==> src/rtl/core/ampdu_agg_pkg.sv <==
// ----------------------------------------------------------------------------
// A-MPDU aggregation selector package
// Item types, configuration register layout and register indexes.
// ----------------------------------------------------------------------------
package ampdu_agg_pkg;

  localparam int CFG_IDX_W  = 2;
  localparam int CFG_DATA_W = 17;

  localparam logic [CFG_IDX_W-1:0] REG_MIN_SUBFRAMES = 2'd0;
  localparam logic [CFG_IDX_W-1:0] REG_MIN_AGG_BYTES = 2'd1;
  localparam logic [CFG_IDX_W-1:0] REG_MAX_AGG_BYTES = 2'd2;
  localparam logic [CFG_IDX_W-1:0] REG_REQUIRE_QOS   = 2'd3;

  typedef struct packed {
    logic        is_data_frame;
    logic        is_qos_data;
    logic [3:0]  traffic_id;
    logic [15:0] body_bytes;
    logic        last_in_queue;
  } frame_t;

  typedef struct packed {
    logic        frame_taken;
    logic        decision_valid;
    logic        aggregate_ok;
    logic [6:0]  taken_count;
    logic [15:0] taken_bytes;
  } result_t;

  typedef struct packed {
    logic signed [7:0]  min_subframes;
    logic signed [16:0] min_aggregate_bytes;
    logic        [15:0] max_aggregate_bytes;
    logic               require_qos;
  } cfg_t;

  // -1, -1, 4065, QoS required
  localparam cfg_t CFG_RESET = '{
    min_subframes:       8'shFF,
    min_aggregate_bytes: 17'h1FFFF,
    max_aggregate_bytes: 16'd4065,
    require_qos:         1'b1
  };

endpackage

==> src/rtl/core/ampdu_agg_cfg.sv <==
// ----------------------------------------------------------------------------
// A-MPDU aggregation configuration registers
// Holds the thresholds and the QoS switch written through the write port.
// ----------------------------------------------------------------------------
module ampdu_agg_cfg (
  input  logic                                   clk,
  input  logic                                   rst,
  input  logic                                   wr_en,
  input  logic [ampdu_agg_pkg::CFG_IDX_W-1:0]    wr_index,
  input  logic [ampdu_agg_pkg::CFG_DATA_W-1:0]   wr_data,
  output ampdu_agg_pkg::cfg_t                    cfg
);

  always_ff @(posedge clk) begin
    if (rst) begin
      cfg <= ampdu_agg_pkg::CFG_RESET;
    end else if (wr_en) begin
      unique case (wr_index)
        ampdu_agg_pkg::REG_MIN_SUBFRAMES: cfg.min_subframes       <= wr_data[7:0];
        ampdu_agg_pkg::REG_MIN_AGG_BYTES: cfg.min_aggregate_bytes <= wr_data[16:0];
        ampdu_agg_pkg::REG_MAX_AGG_BYTES: cfg.max_aggregate_bytes <= wr_data[15:0];
        ampdu_agg_pkg::REG_REQUIRE_QOS:   cfg.require_qos         <= wr_data[0];
      endcase
    end
  end

endmodule

==> src/rtl/core/ampdu_agg_eval.sv <==
// ----------------------------------------------------------------------------
// A-MPDU aggregation evaluator
// Holds the running aggregate state and scores one frame per advance.
// ----------------------------------------------------------------------------
module ampdu_agg_eval #(
  parameter int MAX_FRAMES         = 64,
  parameter int SUBFRAME_HDR_BYTES = 4
) (
  input  logic                   clk,
  input  logic                   rst,
  input  logic                   advance,
  input  ampdu_agg_pkg::frame_t  item,
  input  ampdu_agg_pkg::cfg_t    cfg,
  output ampdu_agg_pkg::result_t res
);

  localparam int CNT_W = $clog2(MAX_FRAMES + 1);
  localparam int CMP_W = (CNT_W > 7) ? CNT_W : 7;
  localparam int SUM_W = 18;

  logic [15:0]      running_bytes, running_bytes_next;
  logic [CNT_W-1:0] frame_total, frame_total_next;
  logic [3:0]       lead_tid, lead_tid_next;
  logic             have_lead, have_lead_next;
  logic             halted, halted_next;

  logic [SUM_W-1:0] sum;
  logic             eligible;
  logic             taken;
  logic [15:0]      bytes_upd;
  logic [CNT_W-1:0] total_upd;
  logic             count_ok;
  logic             bytes_ok;

  always_comb begin
    sum = SUM_W'(running_bytes) + SUM_W'(item.body_bytes) + SUM_W'(SUBFRAME_HDR_BYTES);
    eligible = item.is_data_frame
             && !(cfg.require_qos && !item.is_qos_data)
             && (sum <= SUM_W'(cfg.max_aggregate_bytes))
             && !(have_lead && (item.traffic_id != lead_tid))
             && (frame_total < CNT_W'(MAX_FRAMES));
    taken     = !halted && eligible;
    bytes_upd = taken ? sum[15:0] : running_bytes;
    total_upd = taken ? frame_total + CNT_W'(1) : frame_total;

    // negative thresholds are always met
    count_ok = cfg.min_subframes[7]
            || (CMP_W'(cfg.min_subframes[6:0]) <= CMP_W'(total_upd));
    bytes_ok = cfg.min_aggregate_bytes[16]
            || (cfg.min_aggregate_bytes[15:0] <= bytes_upd);

    res.frame_taken    = taken;
    res.decision_valid = item.last_in_queue;
    res.aggregate_ok   = item.last_in_queue && (total_upd >= CNT_W'(2)) && count_ok && bytes_ok;
    res.taken_count    = 7'(total_upd);
    res.taken_bytes    = bytes_upd;

    if (item.last_in_queue) begin
      running_bytes_next = '0;
      frame_total_next   = '0;
      lead_tid_next      = '0;
      have_lead_next     = 1'b0;
      halted_next        = 1'b0;
    end else begin
      running_bytes_next = bytes_upd;
      frame_total_next   = total_upd;
      lead_tid_next      = (taken && !have_lead) ? item.traffic_id : lead_tid;
      have_lead_next     = have_lead || taken;
      halted_next        = halted || !eligible;
    end
  end

  always_ff @(posedge clk) begin
    if (rst) begin
      running_bytes <= '0;
      frame_total   <= '0;
      lead_tid      <= '0;
      have_lead     <= 1'b0;
      halted        <= 1'b0;
    end else if (advance) begin
      running_bytes <= running_bytes_next;
      frame_total   <= frame_total_next;
      lead_tid      <= lead_tid_next;
      have_lead     <= have_lead_next;
      halted        <= halted_next;
    end
  end

endmodule

==> src/rtl/core/ampdu_aggregation_selector.sv <==
// ----------------------------------------------------------------------------
// A-MPDU aggregation selector
// Scans queued frame descriptors and decides whether they can form an A-MPDU.
// ----------------------------------------------------------------------------
// Path: an accepted frame passes the input register, then the result register.
// Throughput: one frame per cycle while the result channel is not stalled;
//   the single add-and-compare in the evaluator sets the pace.
// Reset: synchronous; clears both stages, the aggregate state and loads the
//   register defaults (thresholds off, 4065-byte maximum, QoS required).
module ampdu_aggregation_selector #(
  parameter int MAX_FRAMES         = 64,
  parameter int SUBFRAME_HDR_BYTES = 4
) (
  input  logic                                 clk,
  input  logic                                 rst,
  // frame descriptor channel
  input  logic                                 frame_valid,
  output logic                                 frame_stall,
  input  ampdu_agg_pkg::frame_t                frame,
  // result channel
  output logic                                 result_valid,
  input  logic                                 result_stall,
  output ampdu_agg_pkg::result_t               result,
  // configuration write port
  input  logic                                 wr_en,
  input  logic [ampdu_agg_pkg::CFG_IDX_W-1:0]  wr_index,
  input  logic [ampdu_agg_pkg::CFG_DATA_W-1:0] wr_data
);

  ampdu_agg_pkg::cfg_t    cfg;
  ampdu_agg_pkg::frame_t  frame_q;
  ampdu_agg_pkg::result_t res;
  logic                   frame_q_valid;
  logic                   out_load;
  logic                   advance;
  logic                   accept;

  ampdu_agg_cfg u_cfg (
    .clk      (clk),
    .rst      (rst),
    .wr_en    (wr_en),
    .wr_index (wr_index),
    .wr_data  (wr_data),
    .cfg      (cfg)
  );

  // The result register may load when it is empty or being taken; the held
  // item advances into it, which is also when the aggregate state moves on.
  assign out_load    = !result_valid || !result_stall;
  assign advance     = frame_q_valid && out_load;
  // Stall only when the input register is full and cannot advance: an item
  // is still accepted while a finished result waits downstream.
  assign frame_stall = frame_q_valid && !out_load;
  assign accept      = frame_valid && !frame_stall;

  ampdu_agg_eval #(
    .MAX_FRAMES         (MAX_FRAMES),
    .SUBFRAME_HDR_BYTES (SUBFRAME_HDR_BYTES)
  ) u_eval (
    .clk     (clk),
    .rst     (rst),
    .advance (advance),
    .item    (frame_q),
    .cfg     (cfg),
    .res     (res)
  );

  // Input register: hold the item until the evaluator consumes it.
  always_ff @(posedge clk) begin
    if (rst) begin
      frame_q_valid <= 1'b0;
    end else if (accept) begin
      frame_q_valid <= 1'b1;
    end else if (advance) begin
      frame_q_valid <= 1'b0;
    end
  end

  always_ff @(posedge clk) begin
    if (accept) begin
      frame_q <= frame;
    end
  end

  // Result register: capture the scored item, hold it while stalled.
  always_ff @(posedge clk) begin
    if (rst) begin
      result_valid <= 1'b0;
    end else if (out_load) begin
      result_valid <= frame_q_valid;
    end
  end

  always_ff @(posedge clk) begin
    if (advance) begin
      result <= res;
    end
  end

endmodule

==> config.mk <==
export PLATFORM = sky130hd
export DESIGN_NAME = ampdu_aggregation_selector
export DESIGN_NICKNAME = d
export VERILOG_FILES = /design/src/rtl/core/ampdu_agg_pkg.sv /design/src/rtl/core/ampdu_agg_cfg.sv /design/src/rtl/core/ampdu_agg_eval.sv /design/src/rtl/core/ampdu_aggregation_selector.sv
export SDC_FILE = /design/constraint.sdc
export NUM_CORES = 1
export LEC_CHECK = 0
export BUFFER_PORTS_ARGS = -buffer_cell sky130_fd_sc_hd__buf_2
export CAP_MARGIN = 20
export CORE_MARGIN = 4
export CORE_UTILIZATION = 55
export CTS_CLUSTER_SIZE = 8
export DETAILED_ROUTE_END_ITERATION = 8
export GPL_TIMING_DRIVEN = 0
export PLACE_DENSITY = 0.81
export SYNTH_ARGS = -nofsm -noshare
export SYNTH_HDL_FRONTEND = slang
export SYNTH_SLANG_ARGS = --single-unit
==> constraint.sdc <==
create_clock -name clk -period 12.9 [get_ports clk]
set_input_delay 0.645 -clock clk [delete_from_list [all_inputs] [get_ports clk]]
set_output_delay 0.645 -clock clk [all_outputs]
set_load 0.005 [all_outputs]
==> out/results.txt, run 1 <==
Clock network latency to the later pin of the worst-skew pair = 0.42 ns
Filler cells = 957
Crit path capture type = flop
Worst setup timing slack at the placement stage = 5.62 ns
DP HPWL = 13100 µm
Starting density of the core = 56.8%
Smallest hold slack = 0.395 ns
Violation count after the first detailed-route iteration = 473
Final cell count without fillers = 997
Fin worst setup slack = 5.51 ns
Clock-pin slew on the worst setup and hold paths = 0.06 ns
Remaining global-route overflow = 0
# setup viols final = 0
Type of the worst min-delay path = in -> reg
Resize count post-CTS = 0
Post-Synthesis Net Count = 826
Pwr/cell area = 124 nW/µm²
Largest stage delay, worst path = 0.59 ns
Post-CTS setup-driven buffer insertion count = 0
Average detailed-routed wire length per instance = 17.2 µm
Placeable core area = 12200 µm²
Required time of the critical path = 13.06 ns
Clock tree skew after final layout = 0.00902 ns
Sequential area share after synthesis = 42.4%
Crit start category = flop
Max Buffers Root-to-Sink = 2
GP Congestion = 0.891
Y dimension of the die = 120 µm
Setup CP Type = reg -> reg
Clock root buffer master = clkbuf_16
CTS buffer count = 17
YS warnings = 0
TritonCTS clock tree = yes
Number of rows in the core area = 40
Unrepaired setup endpoints after global routing = false
Peak fanout along the critical path = 10
Register bit count reported by yosys = 122
Sum of buffers and inverters on the critical path = 5
Max Freq = 135 MHz
Worst-case vdd ir drop = 95.5 µV
Maximum level of the CTS H-tree = 4
Final core area utilization = 66.7%
Chip Width = 120 µm
Antenna violations before repair = 0
Most common cell after layout, fill and taps aside = nand2_1
Number of vias in the routed layout = 5712
Max-slew headroom at the worst pin = 50.0%
Layout Cell Area excl Fill = 8120 µm²
Proportion of layout cells with a drive suffix above 1 = 17.7%
Quantity of I/O buffers inserted on ports = 74
Unique cell type count in the Yosys netlist = 74
Critical Path Slowest Stage Cell = a21oi_1
Syn_area_per_cell = 9.59 µm²
Number of iterations in the first detailed-routing pass = 5
Post-route total power = 1.01 mW
Die ar. = 14400 µm²
Family of cells with the greatest summed delay on the critical path = compound AO/OA/AOI/OAI gates
Worst hold path depth = 1
Total count of max-transition violations in the final report = 0
Count of flip-flops with a built-in enable after synthesis = 49
Wire length after detailed routing = 17200 µm
Via-to-Cell Ratio = 5.73
Number of cells on the critical path = 30
Area Overhead vs Synth = 17.4%
Largest net degree at the start of global routing = 21
Inst Count DP = 965
First-pass GRT wire length = 28700 µm
Post-Synthesis Cells = 721
Antenna diode count = 0
Async S/R FF share, synth = 0%
Via count of the first global-routing pass = 5835
Slew at the pin closest to its max-slew limit = 0.748 ns
Combined flip-flop and latch cell area = 2930 µm²
Number of buffers inserted by hold repair at cts = 0
Count of max-cap constraint violations = 0
Arrival time of data at the critical path endpoint = 7.55 ns
Most frequent cell on the critical path = inv_1
Number of nets in the final layout = 921
Commonest cells after routing, fill and taps aside = nand2_1, buf_2, dfxtp_1, ha_1, inv_1
Worst reg2reg path depth = 30
Combined global-route utilization of all metal layers = 25.2%
Min Clock Period, post-route = 7.39 ns
Leakage = 3.49 nW
Count of antenna-violating nets left after detailed routing = 0
Status = finished, final reports clean
Total I/O pin count = 75
CTS sink count = 122
Setup tns final = 0 ns
Final Hold Violating Endpoints = 0
Cell Area, Placed = 7540 µm²
Period utilization = 57.3%
Final routed DRC violation total = 0
Multi-input combinational cell area = 3670 µm²
Main synth FF type = dfxtp_1
Combined area of all synthesized cells = 6910 µm²
## synth_stat cells (9+ instances only)
cell type | number | area [µm²]
a211o_1 | 10 | 87.6
a21o_1 | 17 | 128
a21oi_1 | 40 | 200
a22oi_1 | 19 | 143
a31oi_1 | 9 | 56.3
clkbuf_1 | 22 | 82.6
dfxtp_1 | 73 | 1460
edfxtp_1 | 49 | 1470
ha_1 | 57 | 713
inv_1 | 53 | 199
mux2_2 | 15 | 169
nand2_1 | 84 | 315
nand2b_1 | 10 | 62.6
nand3_1 | 9 | 45.0
nand3b_1 | 27 | 203
nand4_1 | 16 | 100
nor2_1 | 51 | 191
nor2b_1 | 13 | 81.3
o21ai_0 | 24 | 120
xnor2_1 | 12 | 105
xor2_1 | 16 | 140
## kinds of logic (layout without fill, tap and decap cells)
family / Yosys count / after routing / share of synthesized area, %
simple gates: 249 / 249 / 19.1
compound gates: 161 / 161 / 16.0
flops: 122 / 122 / 42.4
buf+inv: 81 / 189 / 4.52
fa+ha+maj: 58 / 58 / 10.6
xor+xnor: 28 / 28 / 3.55
mux: 22 / 22 / 3.71
## metal layers
metal | wire length [µm] | global-route usage (%)
met5 | 0 | 0
met4 | 489 | 10.8
met3 | 866 | 5.75
met2 | 8070 | 41.2
met1 | 7730 | 32.1
## final timing paths
check | startpoint | endpoint | slack (ns)
hold / removal | frame[4] | frame_q[4] | 0.40
hold reg to reg | frame_q[0] | result[24] | 0.45
setup reg to reg | u_eval.running_bytes[0] | result[23] | 5.51
setup / recovery | u_eval.running_bytes[0] | result[23] | 5.51
## flip-flops by register name (all words and copies together), names as in the netlist
signal                cells
result                   26
u_eval.frame_total        7
result_valid              1
u_eval.lead_tid           4
u_cfg.cfg                42
u_eval.running_bytes     16
u_eval.halted             1
frame_q                  23
u_eval.have_lead          1
frame_q_valid             1
## area by class of cell
cell class	instances	share of cell area [%]
Buffer	27	1.36
Clock buffer	18	5.41
Clock inverter	14	1.71
Inverter	54	2.50
Multi-Input combinational cell	518	45.2
Sequential cell	122	36.1
Tap cell	168	2.59
Timing Repair Buffer	76	5.09
## power breakdown
part / internal [mW] / switching (mW) / total (mW)
Combinational: 0.0501 / 0.0722 / 0.122
Sequential: 0.418 / 0.00807 / 0.426
Clock: 0.273 / 0.186 / 0.460
Total: 0.742 / 0.267 / 1.01
Note: power is estimated with default switching activity, not from simulation.
==> inputs of run 2 (changes only) <==
--- a/config.mk
+++ b/config.mk
@@ -8,11 +8,11 @@
 export BUFFER_PORTS_ARGS = -buffer_cell sky130_fd_sc_hd__buf_2
 export CAP_MARGIN = 20
 export CORE_MARGIN = 4
-export CORE_UTILIZATION = 55
+export CORE_UTILIZATION = 54
 export CTS_CLUSTER_SIZE = 8
 export DETAILED_ROUTE_END_ITERATION = 8
 export GPL_TIMING_DRIVEN = 0
-export PLACE_DENSITY = 0.81
+export PLACE_DENSITY = 0.83
 export SYNTH_ARGS = -nofsm -noshare
 export SYNTH_HDL_FRONTEND = slang
 export SYNTH_SLANG_ARGS = --single-unit
==> constraint.sdc (replaced) <==
create_clock -name clk -period 6.8 [get_ports clk]
set_input_delay 0.34 -clock clk [delete_from_list [all_inputs] [get_ports clk]]
set_output_delay 0.34 -clock clk [all_outputs]
set_load 0.005 [all_outputs]
==> run 2 against run 1 <==
Compared with the run above:
- combinational power grew 120%
- critical path depth unchanged
- worst setup slack lost 5.3 ns
- largest cell class unchanged
==> out/results.txt, run 2 (synthesis gave the netlist of run 1 again) <==
Status = finished, final reports clean
Quantity of I/O buffers inserted on ports = 74 (unchanged)
Crit path capture type = flop
Via-to-Cell Ratio = 5.72 (-0.15%)
CTS sink count = 122 (unchanged)
Slew at the pin closest to its max-slew limit = 0.921 ns (+0.173 ns)
Count of max-cap constraint violations = 0 (unchanged)
Worst reg2reg path depth = 30 (unchanged)
Number of vias in the routed layout = 5858 (+2.6%)
Clock tree skew after final layout = 0.00945 ns (+0.000428 ns)
CTS buffer count = 17 (unchanged)
Type of the worst min-delay path = in -> reg
Number of iterations in the first detailed-routing pass = 5 (unchanged)
Starting density of the core = 55.0% (-1.8 points)
Sum of buffers and inverters on the critical path = 5 (unchanged)
Register-to-register path setup slack = 0.16 ns (-5.35 ns)
Post-route total power = 1.94 mW (+93%)
Biggest regs = u_cfg.cfg x42, result x26, frame_q x23
Family of cells with the greatest summed delay on the critical path = compound AO/OA/AOI/OAI gates
Peak fanout along the critical path = 7 (-3)
Arrival time of data at the critical path endpoint = 6.88 ns (-0.67 ns)
Max Buffers Root-to-Sink = 2 (unchanged)
Most common cell after layout, fill and taps aside = nand2_1
Number of rows in the core area = 41 (+2.5%)
Leakage = 3.70 nW (+5.8%)
Period utilization = 97.7% (+40 points)
First-pass GRT wire length = 27900 µm (-2.8%)
Chip Width = 121 µm (+0.86%)
Average detailed-routed wire length per instance = 17.4 µm (+0.81%)
Final routed DRC violation total = 0 (unchanged)
Start point of the critical path = frame_q[1]
Multi-input combinational cell area = 3910 µm² (+6.5%)
Setup CP Type = reg -> reg
Number of nets in the final layout = 944 (+2.5%)
Smallest hold slack = 0.0897 ns (-0.305 ns)
Placeable core area = 12600 µm² (+3.3%)
Largest net degree at the start of global routing = 24 (+14%)
Combined global-route utilization of all metal layers = 24.4% (-0.83 points)
Combined flip-flop and latch cell area = 2930 µm² (about the same)
Remaining global-route overflow = 0 (unchanged)
Total I/O pin count = 75 (unchanged)
Critical Path Slowest Stage Cell = fa_2
Number of cells on the critical path = 30 (unchanged)
Antenna diode count = 0 (unchanged)
Required time of the critical path = 7.04 ns (-6.02 ns)
Filler cells = 928 (-3.0%)
Crit start category = flop
Count of antenna-violating nets left after detailed routing = 0 (unchanged)
Violation count after the first detailed-route iteration = 497 (+5.1%)
Area Overhead vs Synth = 23.4%
Flip-flop count of the largest register after layout = 42 (unchanged)
Max-slew headroom at the worst pin = 38.4% (-12 points)
Critical R2R Capture = result[23]
Largest stage delay, worst path = 0.43 ns (-0.16 ns)
Die ar. = 14700 µm² (+1.7%)
Critical R2R Launch = frame_q[1]
GP Congestion = 0.920 (+3.3%)
Maximum level of the CTS H-tree = 4 (unchanged)
Min Clock Period, post-route = 6.64 ns (-0.752 ns)
Clock network latency to the later pin of the worst-skew pair = 0.43 ns (about the same)
Max Freq = 151 MHz (+11%)
Cell Area, Placed = 7530 µm² (about the same)
Proportion of layout cells with a drive suffix above 1 = 23.5% (+5.7 points)
Worst-case vdd ir drop = 181 µV (+89%)
TritonCTS clock tree = yes
Final Hold Violating Endpoints = 0 (unchanged)
Y dimension of the die = 121 µm (+0.86%)
# setup viols final = 0 (unchanged)
Via count of the first global-routing pass = 5759 (-1.3%)
DP HPWL = 12400 µm (-5.2%)
Total count of max-transition violations in the final report = 0 (unchanged)
Antenna violations before repair = 0 (unchanged)
Clock root buffer master = clkbuf_16
Setup tns final = 0 ns (unchanged)
Clock-pin slew on the worst setup and hold paths = 0.06 ns (about the same)
Pwr/cell area = 228 nW/µm² (+83%)
Worst setup path endpoint = result[23]
Commonest cells after routing, fill and taps aside = nand2_1, buf_2, dfxtp_1, ha_1, inv_1
Wire length after detailed routing = 17800 µm (+3.5%)
Layout Cell Area excl Fill = 8530 µm² (+5.1%)
Register with the highest flop count = u_cfg.cfg
## run 2: repair_timing
action | CTS | global route
setup buffers | 5 | 21
gates resized for setup | 5 | 42
pin swaps | 3 | 18
gates cloned | 0 | 0
hold buffers | 0 | 0
endpoints found under the setup margin | 1 | 1
## run 2: area by class of cell
cell class                 count  area share [%]
buffer                        25            1.29
clock buffer                  18            5.28
clock inverter                14            1.36
inverter                      54            2.38
multi-input combinational    518            45.8
sequential                   122            34.4
tap                          172            2.52
timing repair buffer         101            6.95
## run 2: power breakdown
part	switching, mW	internal (mW)	total [mW]	leakage [nW]
logic	0.151	0.116	0.267	2.34
clock network	0.346	0.523	0.869	0.284
registers	0.0144	0.794	0.808	1.07
## run 2: worst min path at each step
stage / start / endpoint / depth (start not counted)
2_1_floorplan: frame_q[0] / result[24] / 0
3_3_place_gp: frame_q[0] / result[24] / 0
3_5_place_dp: frame_q[0] / result[24] / 0
4_1_cts: frame[0] / frame_q[0] / 1
5_1_grt: frame[3] / frame_q[3] / 1
6_report: frame[3] / frame_q[3] / 1
## run 2: metrics by stage
stage / setup WS (ns) / utilization (%) / cells
floorplan: 0.787 / - / 721
CTS: 0.0284 / 64.9 / 1005
global route: -0.140 / 67.9 / 1024
detailed placement: -0.391 / 59.9 / 968
global placement: -0.287 / 59.7 / 967
finish: 0.158 / 67.9 / 1024
## run 2: metal layers
metal	vias to the layer above	share of wire, %	global-route usage [%]
li1	2839	-	-
met1	2752	42	30.3
met2	225	48	40.3
met3	42	6.8	6.53
met4	0	2.9	10.0
met5	-	0	0
## run 2: worst register-to-register path: cells and delay by family, from the launching register on
| kind | cells | cell delay, ns |
|---|---|---|
| adders and majority gates | 4 | 1.14 |
| DFF | 1 | 0.39 |
| muxes | 2 | 0.60 |
| AOI/OAI and AO/OA | 11 | 1.91 |
| and+or+nand+nor | 6 | 1.30 |
| xor gates and xnor gates | 2 | 0.52 |
| buffers and inverters | 5 | 0.58 |
==> inputs of run 3 (changes only) <==
==> constraint.sdc (replaced) <==
create_clock -name clk -period 6 [get_ports clk]
set_input_delay 0.3 -clock clk [delete_from_list [all_inputs] [get_ports clk]]
set_output_delay 0.3 -clock clk [all_outputs]
set_load 0.005 [all_outputs]
==> run 3 against run 2 <==
Compared with the run above:
- the flow now finishes with violations (setup timing)
- critical path depth shrank 1
- register-to-register slack lost 0.45 ns
- maximum frequency grew 5.6%
- first-iteration DRC count grew 33%
- count of clock-buffer cells in the layout grew 7
- sequential cell count is the same
- global-route usage grew 0.88 points
- final cell count is essentially flat
- non-clock buffer count grew 2
- critical path type unchanged
- largest cell class unchanged
==> out/results.txt, run 3 (synthesis gave the netlist of run 1 again) <==
Fin worst setup slack = -0.290 ns (-0.449 ns)
Combined global-route utilization of all metal layers = 25.3% (+0.88 points)
Total I/O pin count = 75 (unchanged)
Smallest hold slack = 0.0457 ns (-0.0440 ns)
Number of iterations in the first detailed-routing pass = 6 (+1)
Number of nets in the final layout = 946 (+0.21%)
Die ar. = 14700 µm² (unchanged)
Number of vias in the routed layout = 6007 (+2.5%)
Wire length on met3 = 1290 µm (+7.1%)
Required time of the critical path = 6.24 ns (-0.80 ns)
CTS sink count = 122 (unchanged)
Via count of the first global-routing pass = 5760 (+0.017%)
Final Hold Violating Endpoints = 0 (unchanged)
Y dimension of the die = 121 µm (unchanged)
Critical Path Slowest Stage Cell = edfxtp_1
Wire length after detailed routing = 18700 µm (+5.4%)
Highest routing layer actually used = met4
Detailed-route wire length on metal 1 = 7510 µm (about the same)
Total count of max-transition violations in the final report = 0 (unchanged)
Largest stage delay, worst path = 0.45 ns (+0.02 ns)
Most common cell after layout, fill and taps aside = nand2_1
Unrepaired setup endpoints after global routing = true
Status = finished with violations
Worst-case vdd ir drop = 217 µV (+20%)
Chip Width = 121 µm (unchanged)
Violated checks = setup timing
First-pass GRT wire length = 28800 µm (+3.4%)
TritonCTS clock tree = yes
Count of antenna-violating nets left after detailed routing = 0 (unchanged)
Biggest regs = u_cfg.cfg x42, result x26, frame_q x23
Max-slew headroom at the worst pin = 50.6% (+12 points)
Sum of buffers and inverters on the critical path = 6 (+1)
Crit path capture type = flop
Register-to-register path setup slack = -0.29 ns (-0.45 ns)
Flip-flop count of the largest register after layout = 42 (unchanged)
Final routed DRC violation total = 0 (unchanged)
Placeable core area = 12600 µm² (unchanged)
Number of rows in the core area = 41 (unchanged)
Clock tree skew after final layout = 0.00872 ns (-0.000724 ns)
Average detailed-routed wire length per instance = 18.3 µm (+5.3%)
Slew at the pin closest to its max-slew limit = 0.739 ns (-0.182 ns)
Min Clock Period, post-route = 6.29 ns (-0.351 ns)
Violation count after the first detailed-route iteration = 662 (+33%)
Peak fanout along the critical path = 4 (-3)
Max Freq = 159 MHz (+5.6%)
Setup CP Type = reg -> reg
Clock network latency to the later pin of the worst-skew pair = 0.43 ns (about the same)
Clock-pin slew on the worst setup and hold paths = 0.06 ns (about the same)
DP HPWL = 12600 µm (+1.6%)
Family of cells with the greatest summed delay on the critical path = compound AO/OA/AOI/OAI gates
# setup viols final = 1 (+1)
Crit start category = flop
Commonest cells after routing, fill and taps aside = nand2_1, buf_2, dfxtp_1, nor2_1, ha_1
Number of buffers inserted by hold repair at cts = 0 (unchanged)
Antenna violations before repair = 0 (unchanged)
Quantity of I/O buffers inserted on ports = 74 (unchanged)
Register with the highest flop count = u_cfg.cfg
Count of max-cap constraint violations = 0 (unchanged)
Proportion of layout cells with a drive suffix above 1 = 26.0% (+2.6 points)
Max Buffers Root-to-Sink = 2 (unchanged)
Clock root buffer master = clkbuf_16
GP Congestion = 0.863 (-6.2%)
Via-to-Cell Ratio = 5.86 (+2.4%)
Area Overhead vs Synth = 25.3%
Arrival time of data at the critical path endpoint = 6.53 ns (-0.35 ns)
Type of the worst min-delay path = in -> reg
Starting density of the core = 55.0% (unchanged)
Remaining global-route overflow = 0 (unchanged)
Largest net degree at the start of global routing = 25 (+4.2%)
Met2 routed wirelength = 9480 µm (+11%)
Period utilization = 105% (+7.2 points)
Antenna diode count = 0 (unchanged)
CTS buffer count = 17 (unchanged)
Filler cells = 906 (-2.4%)
Maximum level of the CTS H-tree = 4 (unchanged)
Pwr/cell area = 254 nW/µm² (+11%)
Post-route total power = 2.20 mW (+13%)
Leakage = 3.71 nW (+0.34%)
==> run 3: changes by cell type in the layout (fill, tap and decap cells not counted), moves of 4 or more <==
| cell | delta |
|---|---|
| clkbuf_8 | +5 |
| mux2_4 | +4 |
| mux2_2 | -4 |
| ha_1 | -5 |
| a21oi_2 | +6 |
| a21oi_1 | -7 |
==> run 3: per-layer routing <==
metal  vias up  GRT usage, %
li1       2835             -
met1      2896          31.2
met2       235          43.1
met3        41          5.31
met4         0          10.2
met5         -             0
==> run 3: timing repair <==
item / 4_1_cts / 5_1_grt
endpoints found under the setup margin: 1 / 1
pin swaps: 23 / 20
resized for setup: 49 / 30
setup buffers: 16 / 11
gates cloned: 0 / 0
==> run 3: cell type report <==
type	instances	area (µm²)	area share [%]
sequential	122	2940	33.9
buffer	25	110	1.27
timing repair buffer	103	612	7.06
multi-input combinational	518	4030	46.5
clock inverter	6	35.0	0.404
inverter	54	203	2.34
clock buffer	25	527	6.08
tap	172	215	2.48
==> run 3: worst paths after layout <==
kind | startpoint | endpoint | depth (start not counted)
setup / recovery | frame_q[2] | result[23] | 29
hold reg to reg | u_cfg.cfg[3] | u_cfg.cfg[3] | 2
hold / removal | frame[22] | frame_q[22] | 1
setup reg to reg | frame_q[2] | result[23] | 29
==> run 3: stage by stage <==
stage	setup WS (ns)	area, µm²	setup TNS [ns]	std cells	util [%]
finish	-0.290	8660	-0.290	1025	68.9
CTS	-0.311	8470	-0.311	1016	67.4
global route	-0.607	8660	-0.607	1025	68.9
floorplan	0.107	6920	0	721	-
detailed placement	-1.09	7540	-1.09	969	60.0
global placement	-0.953	7500	-0.953	967	59.7
==> run 3: where the power goes <==
part	internal (mW)	switching, mW
sequential	0.899	0.0178
clock	0.603	0.369
combinational	0.135	0.177
total	1.64	0.564
